### src/dtrt_pkg.sv
package dtrt_pkg;

  localparam int NUM_REGS   = 8;
  localparam int CFG_IDX_W  = 4;
  localparam int DUR_W      = 32;
  localparam int DRIVE_W    = 8;
  localparam int HELD_W     = 7;

  localparam logic [HELD_W-1:0] HELD_MAX    = '1;
  localparam logic [DUR_W-1:0]  TOGGLE_ONLY = '1;
  localparam logic [DRIVE_W-1:0] DRIVE_OFF  = '1;

  localparam logic [DUR_W-1:0] DURATION_RESET [NUM_REGS] = '{
    32'd1800000, 32'd45000, 32'hFFFF_FFFF, 32'hFFFF_FFFF,
    32'hFFFF_FFFF, 32'd1000000, 32'd1000000, 32'd1000000
  };

  typedef logic [DUR_W-1:0] duration_t;

  typedef struct packed {
    logic [DRIVE_W-1:0] drive;
    logic               changed;
  } result_t;

endpackage

### src/dtrt_lane.sv
module dtrt_lane import dtrt_pkg::*; #(
  parameter int DEBOUNCE_MS = 100,
  parameter int TIME_WIDTH  = 32
) (
  input  logic      clk,
  input  logic      rst,
  input  logic      accept,
  input  logic      level,
  input  duration_t duration,
  output logic      on_next
);

  localparam logic [TIME_WIDTH-1:0] ELAPSED_MAX = '1;

  logic                  relay_on;
  logic [TIME_WIDTH-1:0] elapsed;
  logic                  prev_level;
  logic [HELD_W-1:0]     held;

  logic [HELD_W-1:0]     held_inc;
  logic [TIME_WIDTH-1:0] elapsed_inc;
  logic                  press;
  logic                  on_toggled;
  logic [TIME_WIDTH-1:0] elapsed_toggled;
  logic [DUR_W-1:0]      elapsed_ext;
  logic                  expire;
  logic [TIME_WIDTH-1:0] elapsed_next;
  logic [HELD_W-1:0]     held_next;

  always_comb begin
    held_inc    = (held < HELD_MAX) ? held + 1'b1 : held;
    elapsed_inc = (relay_on && elapsed < ELAPSED_MAX) ? elapsed + 1'b1 : elapsed;

    // A press counts only when the released level had settled long enough.
    press = (level != prev_level) && !level && (held_inc > HELD_W'(DEBOUNCE_MS));
    on_toggled      = press ? !relay_on : relay_on;
    elapsed_toggled = press ? '0 : elapsed_inc;

    elapsed_ext = DUR_W'(elapsed_toggled);
    expire = on_toggled && (duration != TOGGLE_ONLY) && (elapsed_ext > duration);

    on_next      = expire ? 1'b0 : on_toggled;
    elapsed_next = expire ? '0 : elapsed_toggled;
    held_next    = (level != prev_level) ? '0 : held_inc;
  end

  always_ff @(posedge clk) begin
    if (rst) begin
      relay_on   <= 1'b0;
      elapsed    <= '0;
      prev_level <= 1'b0;
      held       <= '0;
    end else if (accept) begin
      relay_on   <= on_next;
      elapsed    <= elapsed_next;
      prev_level <= level;
      held       <= held_next;
    end
  end

endmodule

### src/dtrt_merge.sv
module dtrt_merge import dtrt_pkg::*; #(
  parameter int CHANNELS = 8
) (
  input  logic                clk,
  input  logic                rst,
  input  logic                in_valid,
  output logic                in_ready,
  input  logic [CHANNELS-1:0] on_bits,
  output logic                out_valid,
  input  logic                out_ready,
  output result_t             result
);

  logic [DRIVE_W-1:0] prev_drive;
  logic               skid_valid;
  result_t            skid;
  result_t            fresh;
  logic               accept;

  assign in_ready = !skid_valid;
  assign accept   = in_valid && in_ready;

  always_comb begin
    fresh.drive = DRIVE_OFF;
    for (int i = 0; i < CHANNELS; i++) begin
      if (on_bits[i]) begin
        fresh.drive[i] = 1'b0;
      end
    end
    fresh.changed = (fresh.drive != prev_drive);
  end

  always_ff @(posedge clk) begin
    if (rst) begin
      prev_drive <= DRIVE_OFF;
      out_valid  <= 1'b0;
      skid_valid <= 1'b0;
    end else begin
      if (accept) begin
        prev_drive <= fresh.drive;
      end
      if (out_valid && !out_ready) begin
        // Output is stalled: a new item parks in the skid stage.
        if (accept) begin
          skid       <= fresh;
          skid_valid <= 1'b1;
        end
      end else if (skid_valid) begin
        result     <= skid;
        out_valid  <= 1'b1;
        skid_valid <= 1'b0;
      end else if (accept) begin
        result    <= fresh;
        out_valid <= 1'b1;
      end else begin
        out_valid <= 1'b0;
      end
    end
  end

  a_skid_behind_out: assert property (@(posedge clk) disable iff (rst)
    skid_valid |-> out_valid)
    else $error("skid stage holds an item while the output is empty");

  a_stall_parks: assert property (@(posedge clk) disable iff (rst)
    (accept && out_valid && !out_ready) |=> skid_valid)
    else $error("item accepted under a stalled output was not parked");

  a_skid_drains: assert property (@(posedge clk) disable iff (rst)
    (skid_valid && out_ready) |=> (out_valid && !skid_valid))
    else $error("skid stage did not move to the output register");

endmodule

### src/debounced_toggle_relay_timer_unit.sv
// Eight-channel debounced toggle relay timer. Each input item is one millisecond
// tick of active-low button levels, and each gives exactly one result item: the
// active-low relay drive byte and a flag that is set when it differs from the
// previous result. The unit takes one item per clock cycle while its skid
// stage is empty; every channel has its own lane that updates its hold and
// on-time counters. A result goes into the output register, or into the skid
// stage while the output stalls; this two-entry buffer takes one more item
// under a stall, then holds off input. Duration registers are written through
// the configuration port; a duration of all ones makes that relay toggle only.
module debounced_toggle_relay_timer_unit import dtrt_pkg::*; #(
  parameter int CHANNELS    = 8,
  parameter int DEBOUNCE_MS = 100,
  parameter int TIME_WIDTH  = 32
) (
  input  logic                 clk,
  input  logic                 rst,
  input  logic                 in_valid,
  output logic                 in_ready,
  input  logic [7:0]           button_levels,
  output logic                 out_valid,
  input  logic                 out_ready,
  output logic [DRIVE_W-1:0]   relay_drive,
  output logic                 drive_changed,
  input  logic                 cfg_write,
  input  logic [CFG_IDX_W-1:0] cfg_index,
  input  logic [DUR_W-1:0]     cfg_data
);

  duration_t           duration [NUM_REGS];
  logic [CHANNELS-1:0] on_bits;
  logic                accept;
  result_t             result;

  assign accept        = in_valid && in_ready;
  assign relay_drive   = result.drive;
  assign drive_changed = result.changed;

  always_ff @(posedge clk) begin
    if (rst) begin
      for (int i = 0; i < NUM_REGS; i++) begin
        duration[i] <= DURATION_RESET[i];
      end
    end else if (cfg_write && cfg_index < CFG_IDX_W'(NUM_REGS)) begin
      duration[cfg_index[2:0]] <= cfg_data;
    end
  end

  for (genvar g = 0; g < CHANNELS; g++) begin : g_lane
    dtrt_lane #(
      .DEBOUNCE_MS (DEBOUNCE_MS),
      .TIME_WIDTH  (TIME_WIDTH)
    ) u_lane (
      .clk      (clk),
      .rst      (rst),
      .accept   (accept),
      .level    (button_levels[g]),
      .duration (duration[g]),
      .on_next  (on_bits[g])
    );
  end

  dtrt_merge #(
    .CHANNELS (CHANNELS)
  ) u_merge (
    .clk       (clk),
    .rst       (rst),
    .in_valid  (in_valid),
    .in_ready  (in_ready),
    .on_bits   (on_bits),
    .out_valid (out_valid),
    .out_ready (out_ready),
    .result    (result)
  );

  // An unused channel must never pull its drive bit low.
  a_unused_off: assert property (@(posedge clk) disable iff (rst)
    out_valid |-> ((relay_drive >> CHANNELS) == (DRIVE_OFF >> CHANNELS)))
    else $error("drive bit of an unused channel is active");

endmodule

### config.mk
export PLATFORM = sky130hd
export DESIGN_NAME = debounced_toggle_relay_timer_unit
export DESIGN_NICKNAME = d
export VERILOG_FILES = /design/src/dtrt_pkg.sv /design/src/dtrt_lane.sv /design/src/dtrt_merge.sv /design/src/debounced_toggle_relay_timer_unit.sv
export SDC_FILE = /design/constraint.sdc
export NUM_CORES = 2
export LEC_CHECK = 0
export BUFFER_PORTS_ARGS = -buffer_cell sky130_fd_sc_hd__clkbuf_2
export CAP_MARGIN = 25
export CELL_PAD_IN_SITES_DETAIL_PLACEMENT = 1
export CELL_PAD_IN_SITES_GLOBAL_PLACEMENT = 1
export CORE_UTILIZATION = 54
export CTS_CLUSTER_SIZE = 24
export DETAILED_ROUTE_END_ITERATION = 8
export PLACE_DENSITY_LB_ADDON = 0.1
export SLEW_MARGIN = 10
export SYNTH_ARGS = -nofsm -noshare
export SYNTH_HDL_FRONTEND = slang
export SYNTH_HIERARCHICAL = 1
export SYNTH_SLANG_ARGS = --single-unit
### constraint.sdc
create_clock -name clk -period 15 [get_ports clk]
set_input_delay 0.75 -clock clk [delete_from_list [all_inputs] [get_ports clk]]
set_output_delay 0.75 -clock clk [all_outputs]
set_load 0.005 [all_outputs]
# ---- Word-level counts from Yosys, hierarchy flattened
# Memories as Yosys holds them, arrays and structs flattened.
# Index checks and enable logic that the tools add are counted.
dict set report word_totals {
  register_bits 356
  ramBits 256
  in_bits 49
  out_inout_bits 11
  elab_cells 250
  memories 1
}
dict set report op_classes {
  addsub 16
  order_cmp 33
  n_eq_ne 17
  n_mux 76
  bitwise 2
  reduce_logical 66
}
# name words width read_ports rd_ports_with_merged_regs wr line_no
set memory_table {}
lappend memory_table {duration 8 32 8 0 8 debounced_toggle_relay_timer_unit.sv:29} ;# duration_t duration [NUM_REGS];
# operator n
set op_table {}
lappend op_table {{32-bit two-way mux} 25}
lappend op_table {{32-bit by 1-bit adder with 32-bit output, second input constant} 8}
lappend op_table {{32-bit > comparator} 8}
lappend op_table {{32-bit less-than comparator, second input constant} 8}
lappend op_table {{32-bit != test, second input constant} 8}
lappend op_table {{7-bit two-way mux} 16}
lappend op_table {{7-bit by 1-bit adder with 7-bit output, second input constant} 8}
lappend op_table {{7-bit > comparator, second input constant} 8}
lappend op_table {{7-bit less-than comparator, second input constant} 8}
lappend op_table {{1-bit logical AND} 43}
lappend op_table {{1-bit two-way mux} 32}
lappend op_table {{32-bit OR reduction} 1}
lappend op_table {{1-bit logical NOT} 18}
lappend op_table {{9-bit two-way mux} 2}
lappend op_table {{1-bit != test} 8}
lappend op_table {{8-bit != test} 1}
lappend op_table {{3-bit AND reduction} 2}
lappend op_table {{4-bit less-than comparator, second input constant} 1}
lappend op_table {{3-bit two-way mux} 1}
lappend op_table {{1-bit NOT} 2}
lappend op_table {{2-bit nonzero test} 1}
lappend op_table {{2-bit OR reduction} 1}

# ---- Depth between registers and ports, before layout
dict set report logic_depth {
  ltp_word 12
  depth_mapped 20
  depth_no_buf 18
}

# ---- Cells and area by module
# The synthesis kept the hierarchy.
# mod n_inst cells_each area_per_inst_um2 seq_area_each_um2
set by_module_without_submodules {}
lappend by_module_without_submodules {{dtrt_lane (g_lane[2].u_lane ...)} 4 458 3523.4 820.8}
lappend by_module_without_submodules {debounced_toggle_relay_timer_unit 1 586 9780.6 7687.4}
lappend by_module_without_submodules {{dtrt_lane (g_lane[0].u_lane ...)} 2 472 3653.5 820.8}
lappend by_module_without_submodules {{dtrt_lane (g_lane[7].u_lane)} 1 474 3603.5 820.8}
lappend by_module_without_submodules {{dtrt_lane (g_lane[6].u_lane)} 1 464 3473.3 820.8}
lappend by_module_without_submodules {dtrt_merge 1 95 1133.6 740.7}

# ---- Worst setup path before layout
# No wires, ideal clock.
dict set report synth_timing {
  path_kind {register to register}
  startpoint {reg g_lane[6].u_lane.held[0]}
  endpoint {reg, netlist name u_merge/result[0]}
  setup_ns 0.272
  t_arrival_ns 4.664
  t_required_ns 14.728
  slack_ns 10.065
  path_stages_with_launch 20
  n_path_buf 3
  period_less_slack_ns 4.935
  path_cell_list {dfxtp_1 > ha_1 > clkbuf_1 > nand4_1 > or2_2 > o32a_1 > nor2_2 > clkbuf_1 > buf_1 > nor2_1 > ha_1 > nand4_1 > or4_1 > o22ai_1 > a31oi_1 > or2_2 > nor2_1 > xnor2_1 > nor4_1 > a31oi_1}
}
dict set report synth_via {
  elab_chain_cells 12
  elab_cells_between_ends 15
  classes_between {1 x add/sub; 3 x order compare; 1 x eq/ne; 7 x mux; 3 x reduce/logical}
}
# element line_no
set synth_lines {}
lappend synth_lines {{start, declared} dtrt_lane.sv:18} ;# logic [HELD_W-1:0] held;
lappend synth_lines {{start signal, assigned} dtrt_lane.sv:57} ;# held <= held_next;
lappend synth_lines {{7-bit by 1-bit adder with 7-bit output / 7-bit less-than comparator (equally long branches)} dtrt_lane.sv:31} ;# held_inc = (held < HELD_MAX) ? held + 1'b1 : held;
lappend synth_lines {{7-bit two-way mux *} dtrt_lane.sv:31}
lappend synth_lines {{7-bit > comparator *} dtrt_lane.sv:35} ;# press = (level != prev_level) && !level && (held_inc > HELD_W'(DEBOUNCE_MS));
lappend synth_lines {{1-bit logical AND *} dtrt_lane.sv:35}
lappend synth_lines {{32-bit two-way mux / 1-bit two-way mux (equally long branches)} {dtrt_lane.sv:37, dtrt_lane.sv:36}}
lappend synth_lines {{32-bit > comparator / 1-bit logical AND (equally long branches)} dtrt_lane.sv:40} ;# expire = on_toggled && (duration != TOGGLE_ONLY) && (elapsed_ext > duration);
lappend synth_lines {{1-bit logical AND} dtrt_lane.sv:40}
lappend synth_lines {{1-bit two-way mux *} dtrt_lane.sv:42} ;# on_next = expire ? 1'b0 : on_toggled;
lappend synth_lines {{via on_bits[6]} debounced_toggle_relay_timer_unit.sv:30} ;# logic [CHANNELS-1:0] on_bits;
lappend synth_lines {{1-bit two-way mux *} dtrt_merge.sv:26} ;# if (on_bits[i]) begin
lappend synth_lines {{8-bit != test *} dtrt_merge.sv:30} ;# fresh.changed = (fresh.drive != prev_drive);
lappend synth_lines {{9-bit two-way mux *} dtrt_merge.sv:52} ;# end else if (accept) begin
lappend synth_lines {{9-bit two-way mux *} dtrt_merge.sv:48} ;# end else if (skid_valid) begin
# Mark *: on every way through the listed nets, which the timed path passes. The rest lies on a longest branch. The select of a mux whose other input is x is not followed.
# A chain may end at the register's enable or synchronous reset.

# ---- Worst setup path after layout
dict set report layout_timing {
  startpoint {reg g_lane[6].u_lane.elapsed[2]}
  endpoint {reg, netlist name u_merge/result[0]}
}
dict set report layout_via {
  elab_chain_cells 11
  elab_cells_between_ends 12
  classes_between {1 x add/sub; 2 x order compare; 1 x eq/ne; 6 x mux; 2 x reduce/logical}
}
# element line_no
set layout_lines {}
lappend layout_lines {{start, declared} dtrt_lane.sv:16} ;# logic [TIME_WIDTH-1:0] elapsed;
lappend layout_lines {{start signal, assigned} dtrt_lane.sv:55} ;# elapsed <= elapsed_next;
lappend layout_lines {{32-bit less-than comparator} dtrt_lane.sv:32} ;# elapsed_inc = (relay_on && elapsed < ELAPSED_MAX) ? elapsed + 1'b1 : elapsed;
lappend layout_lines {{1-bit logical AND} dtrt_lane.sv:32}
lappend layout_lines {{32-bit two-way mux *} dtrt_lane.sv:32}
lappend layout_lines {{32-bit two-way mux *} dtrt_lane.sv:37} ;# elapsed_toggled = press ? '0 : elapsed_inc;
lappend layout_lines {{32-bit > comparator *} dtrt_lane.sv:40}
lappend layout_lines {{1-bit logical AND *} dtrt_lane.sv:40}
lappend layout_lines {{1-bit two-way mux *} dtrt_lane.sv:42}
lappend layout_lines {{via on_bits[6]} debounced_toggle_relay_timer_unit.sv:30}
lappend layout_lines {{1-bit two-way mux *} dtrt_merge.sv:26}
lappend layout_lines {{8-bit != test *} dtrt_merge.sv:30}
lappend layout_lines {{9-bit two-way mux *} dtrt_merge.sv:52}
lappend layout_lines {{9-bit two-way mux *} dtrt_merge.sv:48}
# Marked as above.

==> results.json <==
{
  "status": "complete, no violations",
  "initial_core_util_pct": 54.8,
  "clock_latency_ns": 0.62,
  "core_sq_um": 71900,
  "grt-ovfl-total": 0,
  "r2r-start": "g_lane[6].u_lane/elapsed[2]",
  "drc": 0,
  "dp.cells": 5224,
  "ys_seq_elements": 612,
  "ys_seq_area_share_pct": 38.1,
  "powerDensity_nw_per_um2": 92.8,
  "detail_route.wl_per_cell_um": 23.8,
  "holdPathStages": 3,
  "ff2ff_path_depth": 17,
  "path_cells": "nand2_2, or3_1, or3_4, or3_1, or3_4, or2_0, a21oi_1, ha_1, nand4_1, or4_1, o22ai_1, a31oi_1, or2_2, nor2_1, xnor2_1, nor4_1, a31oi_1",
  "synth-edff-count": 274,
  "drtPass1Iterations": 5,
  "port_buffers": 59,
  "cts_resized": 0,
  "period_minus_slack_ns": 5.65,
  "die_area_sq_um": 74000,
  "synth_fp_nets": 4724,
  "worst_slew_pin_slew_ns": 1.06,
  "cts_max_level": 3,
  "vias": 35054,
  "die_y_um": 272,
  "grt_usage_pct": 34.0,
  "hold_viol_final": 0,
  "area_growth_pct": 8.32,
  "rsz0062_at_grt": "no",
  "power_mw": 3.96,
  "fin_tns_setup_ns": 0,
  "start_kind": "register",
  "fp-row-count": 98,
  "cts_tree": "yes",
  "antenna_found_initial": 18,
  "grt_max_degree": 97,
  "numClockSinks": 612,
  "grt_pass1_wl_mm": 200,
  "yosysWarnings": 6,
  "critPathKind": "register to register",
  "synthArstFlopShare_pct": 0,
  "critPathSlowestCell": "or4_1",
  "wl_mm": 128,
  "power.leakage_nw": 16.9,
  "critPathMaxStageDelay_ns": 0.60,
  "arrival_ns": 6.00,
  "report.final.setup_viol": 0,
  "crit_path_end_kind": "register",
  "hp-class": "input port to register",
  "slew_viol_final": 0,
  "max-vdd-ir-drop_mv": 0.0753,
  "hpwl_mm": 87.6,
  "syn_area_per_cell_sq_um": 8.96,
  "post-route-period-util_pct": 37.7,
  "path_clk_slew_ns": 0.07,
  "syn-cell-area_sq_um": 39400,
  "post-place-ws_ns": 9.46,
  "postCtsSetupBuffers": 0,
  "die_w_um": 272,
  "layout.cells.non_filler": 5363,
  "drive_above_1_share_pct": 7.05,
  "gp_congestion": 0.894,
  "clock_skew_ns": 0.0255,
  "holdWs_ns": 0.381,
  "synth-main-ff-cell": "dfxtp_1",
  "required_ns": 15.35,
  "fill_cells": 8328,
  "io_pins": 60,
  "fin_ws_ns": 9.35,
  "cts-hold-fix-buffers": 0,
  "timing.rr.end": "u_merge/result[0]",
  "slew_headroom_pct": 29.1,
  "drv_cap": 0,
  "crit_fanout": 7,
  "cts_buffers": 73,
  "vias_per_cell": 6.54,
  "whs_endpoint": "g_lane[1].u_lane/prev_level",
  "min-delay-start": "button_levels[1]",
  "fmax_ghz": 0.177,
  "synthCells": 4395,
  "ant_nets": 0,
  "drt_iter0_markers": 3076,
  "cts_buffer_depth": 3,
  "nets": 4679,
  "rrSetupSlack_ns": 9.35,
  "clockRootBuffer": "clkbuf_16",
  "grt_pass1_vias": 35274,
  "synth_cell_types": 91
}
## report_power, final
part	total [mW]	switching (mW)	internal [mW]
sequential	1.82	0.0357	1.79
clock	1.86	0.758	1.11
combinational	0.271	0.196	0.0751
total	3.96	0.989	2.97
## per-stage QoR
stage	area, sq um	util [%]
global route	42700	59.4
finish	42700	59.4
detailed placement	40200	55.9
global placement	40100	55.8
floorplan	39400	-
CTS	42700	59.4
## state kept, by name, summed over array words and instances, names as in the netlist
register,cells
duration,256
g_lane.u_lane/elapsed,256
g_lane.u_lane/held,56
g_lane.u_lane/prev_level,8
g_lane.u_lane/relay_on,8
u_merge/out_valid,1
u_merge/prev_drive,8
u_merge/result,9
u_merge/skid,9
u_merge/skid_valid,1
## worst max path at each step
stage,from,end,slack (ns),cells past startpoint
3_3_place_gp,g_lane[6].u_lane/elapsed[2],u_merge/result[0],9.65,17
3_5_place_dp,g_lane[6].u_lane/elapsed[2],u_merge/result[0],9.46,17
4_1_cts,g_lane[6].u_lane/elapsed[2],u_merge/result[0],9.44,17
5_1_grt,g_lane[6].u_lane/elapsed[4],u_merge/result[0],8.98,17
2_1_floorplan,g_lane[6].u_lane/held[0],u_merge/result[0],10.06,19
6_report,g_lane[6].u_lane/elapsed[2],u_merge/result[0],9.35,17
## final cells by class
type,instances,area [sq um],area share [%]
Antenna cell,4,10.0,0.0235
Clock buffer,101,2150,5.03
Clock inverter,33,338,0.792
Inverter,320,1200,2.82
Multi-Input combinational cell,3233,22100,51.7
Sequential cell,612,15000,35.1
Tap cell,950,1190,2.79
Timing Repair Buffer,110,729,1.71
## layout by cell type, fill, tap and decap left out, drive strengths merged, types with 99 or more instances in the layout
master | synthesis | layout
edfxtp | 274 | 274
and3 | 189 | 189
a21oi | 249 | 249
dfxtp | 338 | 338
xnor2 | 108 | 108
o21ai | 156 | 156
nand2 | 260 | 260
nor2 | 339 | 339
or3 | 102 | 102
nand4 | 211 | 211
xor2 | 99 | 99
a22o | 148 | 148
clkbuf | 140 | 159
nand3 | 150 | 150
inv | 320 | 322
ha | 280 | 280
## cell families (layout without fill, tap and decap cells)
group / Yosys count / after routing / synth area share [%]
fa+ha+maj: 280 / 280 / 8.89
simple gates: 1754 / 1754 / 24.9
mux: 21 / 21 / 0.534
buf+inv: 550 / 564 / 6.02
flops: 612 / 612 / 38.1
compound gates: 971 / 971 / 17.0
xor+xnor: 207 / 207 / 4.60
other cells: 0 / 4 / 0
## worst max-delay path, delay by kind of cell (launching register included)
| kind | cells | cell delay (ns) |
|---|---|---|
| flops | 1 | 0.45 |
| compound gates | 4 | 0.74 |
| simple gates | 11 | 3.87 |
| xor+xnor | 1 | 0.13 |
| fa+ha+maj | 1 | 0.18 |
## cell usage after synthesis (57+ instances only)
library cell | count | area share (%)
and3_1 | 184 | 2.9
clkbuf_1 | 140 | 1.3
a22o_1 | 147 | 3.3
nor3_1 | 93 | 1.2
nand2_1 | 259 | 2.5
a21oi_1 | 249 | 3.2
a211oi_1 | 75 | 1.4
nand3b_1 | 80 | 1.5
a31oi_1 | 65 | 1.0
nand3_1 | 148 | 1.9
inv_1 | 320 | 3.0
nor2_1 | 334 | 3.2
nand4_1 | 205 | 3.3
ha_1 | 280 | 8.9
dfxtp_1 | 338 | 17
xnor2_1 | 108 | 2.4
edfxtp_1 | 274 | 21
or3_1 | 98 | 1.6
nor4_1 | 57 | 0.91
o21ai_0 | 148 | 1.9
nand2b_1 | 60 | 0.95
xor2_1 | 99 | 2.2
## layer usage
layer,vias to the layer above,track usage (%),wire length (um)
met4,6,11.6,4560
met5,-,0,36
met3,271,5.98,9470
met1,17341,45.6,55000
met2,1140,55.2,58800
li1,16296,-,-
Note: power is estimated with default switching activity, not from simulation.
